`config.mk`:
```
export PLATFORM = sky130hd
export DESIGN_NAME = dct_ii_orthonormal_block
export DESIGN_NICKNAME = d
export VERILOG_FILES = /design/src/hw/rtl/dctii_pkg.sv /design/src/hw/rtl/dctii_mac.sv /design/src/hw/rtl/dct_ii_orthonormal_block.sv
export SDC_FILE = /design/constraint.sdc
export NUM_CORES = 2
export LEC_CHECK = 0
export BUFFER_PORTS_ARGS = -buffer_cell sky130_fd_sc_hd__buf_2
export CORE_MARGIN = 10
export CORE_UTILIZATION = 55
export DETAILED_ROUTE_END_ITERATION = 10
export GPL_TIMING_DRIVEN = 1
export PLACE_DENSITY = 0.75
export SYNTH_ARGS = -nofsm -noshare
export SYNTH_HDL_FRONTEND = slang
export SYNTH_HIERARCHICAL = 1
export SYNTH_SLANG_ARGS = --single-unit
export TNS_END_PERCENT = 5
```
`constraint.sdc`:
```
create_clock -name clk_i -period 5.9 [get_ports clk_i]
set_clock_uncertainty 0.2 [all_clocks]
set_input_delay 0.295 -clock clk_i [delete_from_list [all_inputs] [get_ports clk_i]]
set_output_delay 0.295 -clock clk_i [all_outputs]
set_load 0.02 [all_outputs]
```
`src/hw/rtl/dctii_pkg.sv`:
```
package dctii_pkg;

  // Block length and derived widths.
  localparam int LENGTH   = 64;
  localparam int IDX_W    = (LENGTH > 1) ? $clog2(LENGTH) : 1;
  localparam int M_W      = $clog2(4 * LENGTH);
  localparam int SAMPLE_W = 16;
  localparam int COS_W    = 16;
  localparam int PROD_W   = SAMPLE_W + COS_W;
  // Each product stays below 2^30 in magnitude, so LENGTH of them fit here.
  localparam int ACC_W    = 31 + IDX_W;
  localparam int SCALE_W  = 16;
  localparam int SPROD_W  = ACC_W + SCALE_W + 1;
  localparam int COEF_W   = 20;
  localparam int INDEX_W  = 6;
  localparam int S_TDATA_W = 16;
  localparam int M_TDATA_W = 32;

  localparam int COEF_MAX = 262144;
  localparam int COEF_MIN = -262144;

  localparam logic [IDX_W-1:0] LAST_IDX = IDX_W'(LENGTH - 1);
  localparam logic [M_W:0]     ROT      = (M_W + 1)'(4 * LENGTH);

  localparam logic [63:0] PI_Q31  = 64'd6746518852;
  localparam logic [63:0] ONE_Q31 = 64'd2147483648;

  // Reciprocals of the Taylor divisors, rounded up at 2^39. Every numerator stays
  // below 2^31 and every divisor below 2^8, so the product shifted down by 39 is
  // exactly the truncated quotient.
  localparam int          RCP_SHIFT = 39;
  localparam logic [63:0] RCP_ONE   = 64'd1 << RCP_SHIFT;
  localparam logic [63:0] SIN_RCP [7] = '{
    (RCP_ONE + 64'd5) / 64'd6,     (RCP_ONE + 64'd19) / 64'd20,
    (RCP_ONE + 64'd41) / 64'd42,   (RCP_ONE + 64'd71) / 64'd72,
    (RCP_ONE + 64'd109) / 64'd110, (RCP_ONE + 64'd155) / 64'd156,
    (RCP_ONE + 64'd209) / 64'd210
  };
  localparam logic [63:0] COS_RCP [7] = '{
    (RCP_ONE + 64'd1) / 64'd2,     (RCP_ONE + 64'd11) / 64'd12,
    (RCP_ONE + 64'd29) / 64'd30,   (RCP_ONE + 64'd55) / 64'd56,
    (RCP_ONE + 64'd89) / 64'd90,   (RCP_ONE + 64'd131) / 64'd132,
    (RCP_ONE + 64'd181) / 64'd182
  };

  typedef enum logic [1:0] {
    ST_LOAD,
    ST_MAC,
    ST_WAIT,
    ST_EMIT
  } state_e;

  // Control that travels with one sample/cosine pair through the MAC pipeline.
  typedef struct packed {
    logic valid;
    logic first;
    logic last;
    logic dc;
  } mac_ctl_t;

  typedef logic signed [COS_W-1:0] cos_rom_t [4*LENGTH];

  // Quotient by a small divisor, given as its reciprocal.
  function automatic logic [63:0] div_rcp(input logic [63:0] a, input logic [63:0] rcp);
    logic [127:0] p;
    p = 128'(a) * 128'(rcp);
    return 64'(p >> RCP_SHIFT);
  endfunction

  // Q31 cosine or sine of pi*r/(2*LENGTH) by a truncated Taylor series.
  function automatic logic [63:0] series_q31(input logic [63:0] r, input logic want_sin);
    logic [63:0]        x;
    logic [63:0]        x2;
    logic [63:0]        term;
    logic signed [63:0] acc;
    x    = (PI_Q31 * r) / (2 * LENGTH);
    x2   = (x * x) >> 31;
    term = want_sin ? x : ONE_Q31;
    acc  = $signed(term);
    for (int i = 0; i < 7; i++) begin
      term = div_rcp((term * x2) >> 31, want_sin ? SIN_RCP[i] : COS_RCP[i]);
      if (i[0] == 1'b0) begin
        acc = acc - $signed(term);
      end else begin
        acc = acc + $signed(term);
      end
    end
    if (acc < 0) begin
      acc = '0;
    end
    return acc;
  endfunction

  // Q1.15 cosine of pi*m/(2*LENGTH), folded by quadrant into [0, pi/4].
  function automatic logic signed [COS_W-1:0] cos_q15(input logic [63:0] m);
    logic [63:0] quad;
    logic [63:0] r;
    logic [63:0] v;
    logic [63:0] q;
    logic        want_sin;
    logic        negative;
    quad     = m / LENGTH;
    r        = m % LENGTH;
    want_sin = quad[0];
    negative = (quad == 64'd1) || (quad == 64'd2);
    if (2 * r > LENGTH) begin
      r        = LENGTH - r;
      want_sin = !want_sin;
    end
    v = series_q31(r, want_sin);
    q = (v + 64'd32768) >> 16;
    if (q > 64'd32767) begin
      q = 64'd32767;
    end
    return negative ? COS_W'(-q) : COS_W'(q);
  endfunction

  function automatic cos_rom_t build_cos_rom();
    cos_rom_t rom;
    for (int m = 0; m < 4 * LENGTH; m++) begin
      rom[m] = cos_q15(64'(m));
    end
    return rom;
  endfunction

  function automatic logic [63:0] isqrt64(input logic [63:0] v);
    logic [63:0] res;
    logic [63:0] bit_q;
    logic [63:0] rem;
    res   = '0;
    bit_q = 64'd1 << 62;
    rem   = v;
    for (int i = 0; i < 32; i++) begin
      if (rem >= res + bit_q) begin
        rem = rem - (res + bit_q);
        res = (res >> 1) + bit_q;
      end else begin
        res = res >> 1;
      end
      bit_q = bit_q >> 2;
    end
    return res;
  endfunction

  localparam cos_rom_t COS_ROM = build_cos_rom();

  localparam logic [SCALE_W-1:0] SCALE_AC = SCALE_W'(isqrt64((64'd1 << 31) / LENGTH));
  localparam logic [SCALE_W-1:0] SCALE_DC = SCALE_W'(isqrt64((64'd1 << 30) / LENGTH));

endpackage

```
`src/hw/rtl/dctii_mac.sv`:
```
// Shared multiply-accumulate unit with the final scale, rounding and saturation.
module dctii_mac (
  input  logic                                  clk_i,
  input  logic                                  rst_ni,
  input  dctii_pkg::mac_ctl_t                   ctl_i,
  input  logic signed [dctii_pkg::SAMPLE_W-1:0] sample_i,
  input  logic signed [dctii_pkg::COS_W-1:0]    cos_i,
  output logic                                  done_o,
  output logic signed [dctii_pkg::COEF_W-1:0]   coef_o
);

  localparam int RQ_W = (dctii_pkg::SPROD_W - 30 > 21) ? dctii_pkg::SPROD_W - 30 : 21;
  localparam logic signed [dctii_pkg::SPROD_W-1:0] HALF =
    dctii_pkg::SPROD_W'(64'd1 << 29);

  logic signed [dctii_pkg::PROD_W-1:0]  prod_q;
  dctii_pkg::mac_ctl_t                  ctl1_q;
  logic signed [dctii_pkg::ACC_W-1:0]   acc_q;
  logic                                 acc_done_q;
  logic                                 acc_dc_q;
  logic signed [dctii_pkg::SPROD_W-1:0] sprod_q;
  logic                                 done_q;
  logic signed [dctii_pkg::SCALE_W:0]   scale;
  logic signed [dctii_pkg::SPROD_W-1:0] rnd;
  logic signed [RQ_W-1:0]               rq;

  always_ff @(posedge clk_i or negedge rst_ni) begin
    if (!rst_ni) begin
      ctl1_q     <= '0;
      acc_done_q <= 1'b0;
      done_q     <= 1'b0;
    end else begin
      ctl1_q     <= ctl_i;
      acc_done_q <= ctl1_q.valid && ctl1_q.last;
      done_q     <= acc_done_q;
    end
  end

  always_ff @(posedge clk_i) begin
    prod_q <= sample_i * cos_i;
    if (ctl1_q.valid) begin
      acc_q    <= ctl1_q.first ? dctii_pkg::ACC_W'(prod_q)
                               : acc_q + dctii_pkg::ACC_W'(prod_q);
      acc_dc_q <= ctl1_q.dc;
    end
    if (acc_done_q) begin
      sprod_q <= dctii_pkg::SPROD_W'(acc_q) * dctii_pkg::SPROD_W'(scale);
    end
  end

  always_comb begin
    scale = $signed({1'b0, acc_dc_q ? dctii_pkg::SCALE_DC : dctii_pkg::SCALE_AC});
    rnd   = sprod_q + HALF;
    rq    = RQ_W'(rnd >>> 30);
    if (rq > $signed(RQ_W'(dctii_pkg::COEF_MAX))) begin
      coef_o = dctii_pkg::COEF_W'(dctii_pkg::COEF_MAX);
    end else if (rq < $signed(RQ_W'(dctii_pkg::COEF_MIN))) begin
      coef_o = dctii_pkg::COEF_W'(dctii_pkg::COEF_MIN);
    end else begin
      coef_o = dctii_pkg::COEF_W'(rq);
    end
  end

  assign done_o = done_q;

endmodule

```
`src/hw/rtl/dct_ii_orthonormal_block.sv`:
```
// Orthonormal DCT-II over blocks of LENGTH signed 16-bit samples.
// Samples arrive on the slave stream, one request per sample, in time order.
// The block takes one sample per cycle until it holds LENGTH of them; the
// request that delivers the last sample of a block starts the transform.
// While the transform runs, s_axis_tready_o is low.
// Each coefficient k is a sum of LENGTH products of a sample and a Q1.15
// cosine from a constant table, formed by one shared multiplier and
// accumulator that take one product per cycle, followed by a scale multiply,
// round to nearest and saturation to [-262144, 262144].
// Each coefficient takes LENGTH products plus the pipeline of the
// multiply-accumulate unit, and the next one starts only after it is emitted, so
// the single multiplier sets how fast the LENGTH coefficients of a block leave.
// Coefficients leave on the master stream in order k = 0 .. LENGTH-1, with
// tlast on the final one. An output register holds the waiting coefficient,
// so the next one is computed while the receiver stalls; a finished result only
// waits when it would overwrite a request not yet taken.
// After the last coefficient is registered, the block accepts samples of the
// next block at once. Reset empties the sample count and the output register;
// the sample memory keeps no reset value and needs none.
module dct_ii_orthonormal_block (
  input  logic                                clk_i,
  input  logic                                rst_ni,
  input  logic                                s_axis_tvalid_i,
  output logic                                s_axis_tready_o,
  // [15:0] sample
  input  logic [dctii_pkg::S_TDATA_W-1:0]     s_axis_tdata_i,
  output logic                                m_axis_tvalid_o,
  input  logic                                m_axis_tready_i,
  // [19:0] coefficient, [25:20] coeff_index, [31:26] zero
  output logic [dctii_pkg::M_TDATA_W-1:0]     m_axis_tdata_o,
  output logic                                m_axis_tlast_o
);

  dctii_pkg::state_e state_q, state_d;

  logic [dctii_pkg::IDX_W-1:0] fill_q, fill_d;
  logic [dctii_pkg::IDX_W-1:0] n_q, n_d;
  logic [dctii_pkg::IDX_W-1:0] k_q, k_d;
  logic [dctii_pkg::M_W-1:0]   m_q, m_d;
  logic [dctii_pkg::M_W:0]     m_sum;
  logic [dctii_pkg::M_W-1:0]   m_next;

  logic [dctii_pkg::SAMPLE_W-1:0]      mem [dctii_pkg::LENGTH];
  logic signed [dctii_pkg::SAMPLE_W-1:0] x_q;
  logic signed [dctii_pkg::COS_W-1:0]  cos_q;
  dctii_pkg::mac_ctl_t                 ctl_q, ctl_d;

  logic                                res_valid;
  logic signed [dctii_pkg::COEF_W-1:0] res_coef;

  logic                                out_valid_q;
  logic [dctii_pkg::COEF_W-1:0]        out_coef_q;
  logic [dctii_pkg::INDEX_W-1:0]       out_idx_q;
  logic                                out_last_q;

  logic in_take;
  logic slot_free;
  logic emit_load;

  assign in_take   = s_axis_tvalid_i && s_axis_tready_o;
  assign slot_free = !out_valid_q || m_axis_tready_i;

  // Phase of the cosine for sample n steps by 2k, modulo four quarter periods.
  always_comb begin
    m_sum  = {1'b0, m_q} + ((dctii_pkg::M_W + 1)'(k_q) << 1);
    m_next = (m_sum >= dctii_pkg::ROT) ? dctii_pkg::M_W'(m_sum - dctii_pkg::ROT)
                                       : dctii_pkg::M_W'(m_sum);
  end

  always_comb begin
    state_d = state_q;
    unique case (state_q)
      dctii_pkg::ST_LOAD: begin
        if (in_take && fill_q == dctii_pkg::LAST_IDX) begin
          state_d = dctii_pkg::ST_MAC;
        end
      end
      dctii_pkg::ST_MAC: begin
        if (n_q == dctii_pkg::LAST_IDX) begin
          state_d = dctii_pkg::ST_WAIT;
        end
      end
      dctii_pkg::ST_WAIT: begin
        if (res_valid) begin
          state_d = dctii_pkg::ST_EMIT;
        end
      end
      dctii_pkg::ST_EMIT: begin
        if (slot_free) begin
          state_d = (k_q == dctii_pkg::LAST_IDX) ? dctii_pkg::ST_LOAD : dctii_pkg::ST_MAC;
        end
      end
      default: state_d = dctii_pkg::ST_LOAD;
    endcase
  end

  always_comb begin
    fill_d          = fill_q;
    n_d             = n_q;
    k_d             = k_q;
    m_d             = m_q;
    ctl_d           = '0;
    emit_load       = 1'b0;
    s_axis_tready_o = 1'b0;
    unique case (state_q)
      dctii_pkg::ST_LOAD: begin
        s_axis_tready_o = 1'b1;
        if (in_take) begin
          fill_d = (fill_q == dctii_pkg::LAST_IDX) ? '0 : fill_q + 1'b1;
          n_d    = '0;
          m_d    = '0;
        end
      end
      dctii_pkg::ST_MAC: begin
        ctl_d.valid = 1'b1;
        ctl_d.first = (n_q == '0);
        ctl_d.last  = (n_q == dctii_pkg::LAST_IDX);
        ctl_d.dc    = (k_q == '0);
        n_d         = n_q + 1'b1;
        m_d         = m_next;
      end
      dctii_pkg::ST_WAIT: begin
      end
      dctii_pkg::ST_EMIT: begin
        if (slot_free) begin
          emit_load = 1'b1;
          if (k_q == dctii_pkg::LAST_IDX) begin
            k_d = '0;
          end else begin
            k_d = k_q + 1'b1;
            n_d = '0;
            m_d = dctii_pkg::M_W'(k_q) + 1'b1;
          end
        end
      end
      default: begin
      end
    endcase
  end

  always_ff @(posedge clk_i or negedge rst_ni) begin
    if (!rst_ni) begin
      state_q     <= dctii_pkg::ST_LOAD;
      fill_q      <= '0;
      n_q         <= '0;
      k_q         <= '0;
      m_q         <= '0;
      ctl_q       <= '0;
      out_valid_q <= 1'b0;
    end else begin
      state_q <= state_d;
      fill_q  <= fill_d;
      n_q     <= n_d;
      k_q     <= k_d;
      m_q     <= m_d;
      ctl_q   <= ctl_d;
      if (emit_load) begin
        out_valid_q <= 1'b1;
      end else if (m_axis_tready_i) begin
        out_valid_q <= 1'b0;
      end
    end
  end

  // Sample memory with a registered read port, and the registered table lookup.
  always_ff @(posedge clk_i) begin
    if (in_take) begin
      mem[fill_q] <= s_axis_tdata_i[dctii_pkg::SAMPLE_W-1:0];
    end
    x_q   <= mem[n_q];
    cos_q <= dctii_pkg::COS_ROM[m_q];
  end

  always_ff @(posedge clk_i) begin
    if (emit_load) begin
      out_coef_q <= res_coef;
      out_idx_q  <= dctii_pkg::INDEX_W'(k_q);
      out_last_q <= (k_q == dctii_pkg::LAST_IDX);
    end
  end

  dctii_mac u_mac (
    .clk_i   (clk_i),
    .rst_ni  (rst_ni),
    .ctl_i   (ctl_q),
    .sample_i(x_q),
    .cos_i   (cos_q),
    .done_o  (res_valid),
    .coef_o  (res_coef)
  );

  assign m_axis_tvalid_o = out_valid_q;
  assign m_axis_tdata_o  = {(dctii_pkg::M_TDATA_W - dctii_pkg::COEF_W - dctii_pkg::INDEX_W)'(0),
                            out_idx_q, out_coef_q};
  assign m_axis_tlast_o  = out_last_q;

`ifndef NO_ASSERTIONS
  // A finished sum only arrives while the sequencer waits for it.
  a_done_in_wait: assert property (@(posedge clk_i) disable iff (!rst_ni)
    res_valid |-> state_q == dctii_pkg::ST_WAIT)
    else $error("coefficient finished outside the wait state");

  // The cosine phase stays inside one full period.
  a_phase_range: assert property (@(posedge clk_i) disable iff (!rst_ni)
    {1'b0, m_q} < dctii_pkg::ROT)
    else $error("cosine phase out of range");

  // The final coefficient of a block carries the highest index.
  a_last_index: assert property (@(posedge clk_i) disable iff (!rst_ni)
    out_valid_q && out_last_q |-> out_idx_q == dctii_pkg::INDEX_W'(dctii_pkg::LENGTH - 1))
    else $error("last flag on wrong coefficient index");

  // A new transform starts from the first sample and the first frequency.
  a_block_start: assert property (@(posedge clk_i) disable iff (!rst_ni)
    state_q == dctii_pkg::ST_MAC && $past(state_q) == dctii_pkg::ST_LOAD
      |-> n_q == '0 && k_q == '0 && fill_q == '0)
    else $error("transform started with stale counters");
`endif

endmodule
```
[Word-level counts from Yosys, hierarchy flattened]
Memories as Yosys holds them, arrays and structs flattened. A register that Yosys moved wholly into a read port is not among the register bits.
Cells that the tools add are included.
Storage, ports and cells
  flip-flop bits (word level): 190
  RAM bits: 1024
  bits in read-only memories: 4096
  output and inout port bits: 35
  memories: 2
Memory list
  (name not given): words 256, bits a word 16, read ports 1, clocked after memory_dff 1, write ports 0, RTL line dct_ii_orthonormal_block.sv:171  | cos_q <= dctii_pkg::COS_ROM[m_q];
  mem: words 64, bits a word 16, read ports 1, clocked after memory_dff 1, write ports 1, RTL line dct_ii_orthonormal_block.sv:43  | logic [dctii_pkg::SAMPLE_W-1:0] mem [dctii_pkg::LENGTH];
Operators by class
  $add $sub $neg: 8
  multiply operators: 2
  magnitude comparators: 3
  equality and inequality tests: 12
  mux-type cells: 28
  bitwise logic cells: 1
  reduce and logical (&&, ||, !) cells: 15
Operator list (count)
  adder 54 x 31 -> 54 bit, second input constant: 1
  multiplier 37 x 14 -> 51 bit: 1
  adder 37 x 32 -> 37 bit: 1
  two-way mux 37 bit: 1
  multiplier 16 x 16 -> 32 bit: 1
  two-way mux 8 bit: 4
  two-way mux 6 bit: 5
  > comparator 24 x 20 -> 1 bit, second input constant: 1
  less-than comparator 24 x 19 -> 1 bit, second input constant: 1
  case mux 8 bit (3 select lines): 1
  two-way mux 20 bit: 1
  adder 6 x 1 -> 6 bit, second input constant: 3
  equality test 6 bit, second input constant: 3
  case mux 6 bit (3 select lines): 1
  zero test 6 bit: 2
  two-way mux 11 bit: 1
  != test 2 bit, second input constant: 5
  adder 8 x 7 -> 9 bit: 1
  greater-or-equal comparator 9 bit, second input constant: 1
  NOT 8 -> 9 bit: 1
  two-way mux 1 bit: 8
  two-way mux 2 bit: 4
  case mux 2 bit (4 select lines): 1
  AND reduction 4 bit: 2
  other kinds (14): 18

[Depth between registers and ports, before layout]
  word-level depth: 6
  gate-level depth with buffers: 25
  mapped depth without buffers: 24

[Cells and area by module]
The synthesis kept the hierarchy.
Modules (own cells, without submodules)
  dct_ii_orthonormal_block: instances 1, cells an instance 2652, area each 47067.6 sq um, seq. area each 33026.7 sq um
  dctii_mac: instances 1, cells an instance 2229, area each 21812.2 sq um, seq. area each 2592.5 sq um

[Least setup slack after synthesis]
No wires, ideal clock.
  path kind: reg2reg
  start: register cos_q[7] in the netlist's numbering
  end: register u_mac/prod_q[31] in the netlist's numbering
  setup time: 0.072 ns
  data arrival time: 6.038 ns
  required time: 5.628 ns
  setup slack: -0.411 ns
  stages on the path, launching flop included: 22
  path buffers: 1
  cells stage by stage: dfxtp_1 > clkbuf_1 > nand2_1 > fa_1 > inv_1 > fa_1 > inv_1 > fa_1 > inv_1 > fa_1 > fa_1 > fa_1 > ha_1 > and3_1 > and3_1 > a211oi_2 > o21ai_1 > a41o_1 > a41o_1 > or3b_1 > a31oi_1 > xnor2_1
On the way
  cells in the longest elaborated chain, start to end: 1
Ends and longest elaborated chain
  start, declared: RTL line dct_ii_orthonormal_block.sv:45  | logic signed [dctii_pkg::COS_W-1:0] cos_q;
  multiplier 16 x 16 -> 32 bit: RTL line dctii_mac.sv:40  | prod_q <= sample_i * cos_i;
  end signal, assigned: RTL line dctii_mac.sv:40
  end, declared: RTL line dctii_mac.sv:16  | logic signed [dctii_pkg::PROD_W-1:0] prod_q;
No other way between the ends.
A chain may end at the register's enable or synchronous reset.

[Worst setup path after layout]
  start: register x_q[5] in the netlist's numbering, read port of mem
  end: register u_mac/prod_q[31] in the netlist's numbering
On the way
  cells in the longest elaborated chain, start to end: 1
Ends and longest elaborated chain
  start, declared: RTL line dct_ii_orthonormal_block.sv:44  | logic signed [dctii_pkg::SAMPLE_W-1:0] x_q;
  multiplier 16 x 16 -> 32 bit: RTL line dctii_mac.sv:40
No other way between the ends.

==> out/qor.csv <==
stage,metric,value,unit
status,run status,"finished, violations left",
status,failing checks,"max-capacitance violations, max-slew violations, negative setup slack",
timing,Final Critical Period,6.12,ns
min_path,HP Start,s_axis_tdata_i[4],
global_route,initial antenna violation count,4,
drt,WL per Instance,26.1,µm
synth,"Seq/Total Area, Yosys",51.7,%
global_route,global route hottest layer,met2,
synth,Synth area leader,edfxtp_1,
clocking,CTS tree,done,
setup_path,"most used cell, CP",fa_1,
die,I/O pin count,55,
die,die width,374,µm
finish,P&R area growth vs syn,11.7,%
setup_path,"delay-heaviest family, CP",adder cells,
synth,top cell type's share of synthesized area,48.4,%
place,dpl cells,6680,
place,DP Worst Slack,-0.265,ns
global_route,vias in the first global route,44900,
timing,Hold WS,0.0628,ns
setup_path,worst path cell trace,"buf_4, and2_1, fa_1, inv_2, fa_2, fa_2, fa_1, inv_1, fa_1, fa_1, ha_4, a21o_1, a21o_1, a211oi_2, o21ai_2, a41o_1, a41o_1, or3b_1, a31oi_1, xnor2_1",
synth,"FF+latch count, synth",1214,
timing,RSZ-0062 raised after global routing,yes,
clocking,"CTS clk-pin slew, worst paths",0.07,ns
setup_path,critical path's slowest cell,fa_2,
min_path,hold path endpoint,mem[11][4],
global_route,GR Overflow Total,0,
job,MaxCap Viol Count,1,
timing,f_max,163,MHz
synth,Post-synth EDFFs,1111,
drt,vias,43100,
clocking,clk_lat worst skew,0.78,ns
finish,ant diodes,0,
min_path,worst hold-check path type,in2reg,
timing,Worst slew margin,-3.93,%
global_route,gr usage total,25.7,%
clocking,CTS buffer count,116,
synth,top post-synthesis cells by area,"edfxtp_1 (48%), fa_1 (11%), mux4_2 (9.9%), ha_1 (6.9%), inv_1 (2.2%)",
setup_path,worst-path maximum fanout,6,
setup_path,WS Path Type,reg2reg,
synth,ys async rst share,3.21,%
setup_path,CP Buf/Inv Count,3,
global_route,met2 Use GR,44.4,%
setup_path,launching point of the worst reg2reg path,x_q[5],
synth,Synth cell types,91,
timing,worst slew pin tran,1.56,ns
synth,Yosys Warn Count,6,
setup_path,CP arrival,6.51,ns
finish,layout cell share with drive strength beyond 1,19.1,%
drt,Detailed Route WL,180,mm
drt,Routed Antenna Nets,0,
setup_path,Critical Path Start Type,flop,
global_route,first-pass GRT wire length,277,mm
drt,Post-route DRC,0,
global_route,met1 usage,32.2,%
place,routability cong.,0.983,
synth,Post-synth top cells,"edfxtp_1 (1111), inv_1 (406), ha_1 (379), fa_1 (368), nand2_1 (322)",
synth,"Cell Area, Synth",68900,µm²
setup_path,Reg2Reg Capture Point,u_mac/prod_q[31],
timing,period utilization,104,%
setup_path,Worst setup EP type,flop,
place,port bufs,48,
global_route,grt met3 use,4.71,%
timing,Fin. Hold Viols,0,
drt,DRT Pass-1 Iters,6,
setup_path,"slowest stage delay, CP",0.55,ns
synth,mean post-synth cell area,14.1,µm²
timing,max-slew violation count,12,
setup_path,Critical Path RT,6.29,ns
drt,Iter 0 DRT Violations,4639,
finish,Final nets,5936,
timing,fin worst setup slack,-0.217,ns
timing,"Setup violations, final",8,
place,HPWL after DPL,116,mm
synth,cells after synthesis,4881,
global_route,pin count of the biggest net entering global routing,89,
clocking,Root Driver,clkbuf_16,
die,die area,140000,µm²
die,Rows,129,
min_path,Cells on Worst Hold Path,1,
synth,"count leader, synth",edfxtp_1,
drt,vias per cell,6.24,
clocking,CTS Sinks,1214,
die,core outline area,124000,µm²
die,Die Height,374,µm
setup_path,flop2flop setup slack,-0.22,ns
clocking,clk buf depth,3,
clocking,CTS H-Tree Depth,3,
setup_path,R2R depth,20,
synth,ys flop type,edfxtp_1,
die,Initial Utilization,55.5,%
finish,final non-filler cell total,6900,
stage by stage:
| step | util [%] | setup TNS, ns | cell area, µm² |
|---|---|---|---|
| 6_report | 62.0 | -0.603 | 77000 |
| 5_1_grt | 62.0 | -4.41 | 77000 |
| 4_1_cts | 61.9 | -1.26 | 76800 |
| 3_5_place_dp | 58.8 | -2.47 | 72900 |
| 3_3_place_gp | 58.8 | -1.38 | 72900 |
| 2_1_floorplan | - | -0.0629 | 69000 |
worst register-to-register path, stage by stage, from the launching register on:
cell and delay, ns:
dfxtp_2 0.33, buf_4 0.15, and2_1 0.17, fa_1 0.50
inv_2 0.05, fa_2 0.55, fa_2 0.45, fa_1 0.55
inv_1 0.05, fa_1 0.44, fa_1 0.43, ha_4 0.27
a21o_1 0.15, a21o_1 0.18, a211oi_2 0.20, o21ai_2 0.10
a41o_1 0.25, a41o_1 0.28, or3b_1 0.36, a31oi_1 0.20
xnor2_1 0.09
flip-flops by register name, indices dropped and copies added (netlist names), 8 cells and up:
signal and cells:
u_mac/prod_q 32, mem 1024, m_q 8, out_coef_q 20, x_q 16, cos_q 16, u_mac/sprod_q 22, u_mac/acc_q 37
how the worst max path moves through the flow:
stage / depth (start not counted) / start / endpoint
final: 20 / x_q[5] / u_mac/prod_q[31]
after global routing: 22 / x_q[10] / u_mac/prod_q[31]
after CTS: 21 / x_q[8] / u_mac/prod_q[31]
after detailed placement: 23 / u_mac/acc_dc_q / u_mac/sprod_q[50]
after global placement: 23 / u_mac/acc_dc_q / u_mac/sprod_q[50]
after floorplan: 20 / cos_q[6] / u_mac/prod_q[31]
metal layers:
| layer | wire length (µm) | part of all wire [%] |
|---|---|---|
| met1 | 67000 | 37 |
| met2 | 91200 | 51 |
| met3 | 14700 | 8.2 |
| met4 | 7430 | 4.1 |
| met5 | 44 | 0.024 |
layout by cell type (no fill, tap or decap), types with 68 or more instances in the layout:
cell       count
clkbuf_16    116
nand2_1      322
xnor2_1       68
o21ai_0      148
nor2_1       213
a21oi_1      152
and2_1       135
ha_1         375
mux4_2       304
buf_4        349
fa_1         360
inv_1        401
edfxtp_1    1111
cell type report:
| class | count | area, µm² |
|---|---|---|
| Fill cell | 8962 | 47200 |
| Tap cell | 1637 | 2050 |
| Multi-Input combinational cell | 3013 | 30800 |
| Clock inverter | 61 | 613 |
| Timing Repair Buffer | 417 | 3160 |
| Inverter | 407 | 1530 |
| Sequential cell | 1214 | 35700 |
| Clock buffer | 151 | 3090 |
kinds of logic after synthesis:
family | after synthesis | share of synthesized area (%)
other | 1 | 0.00544
adders and majority gates | 747 | 17.6
xor gates and xnor gates | 103 | 1.31
AOI/OAI and AO/OA | 757 | 7.43
DFF | 1214 | 51.7
buffers and inverters | 659 | 3.87
muxes | 344 | 10.5
and+or+nand+nor | 1056 | 7.56
timing repair:
action | in CTS | in global routing
gates resized for setup | 35 | 50
pin swaps | 2 | 22
endpoints found under the hold margin | 110 | 0
hold buffers | 6 | 0
setup buffers | 0 | 2
setup endpoints to repair | 19 | 27
Power is not shown: default switching activity piles up to over one toggle a cycle in this logic, so the estimate is an artifact.
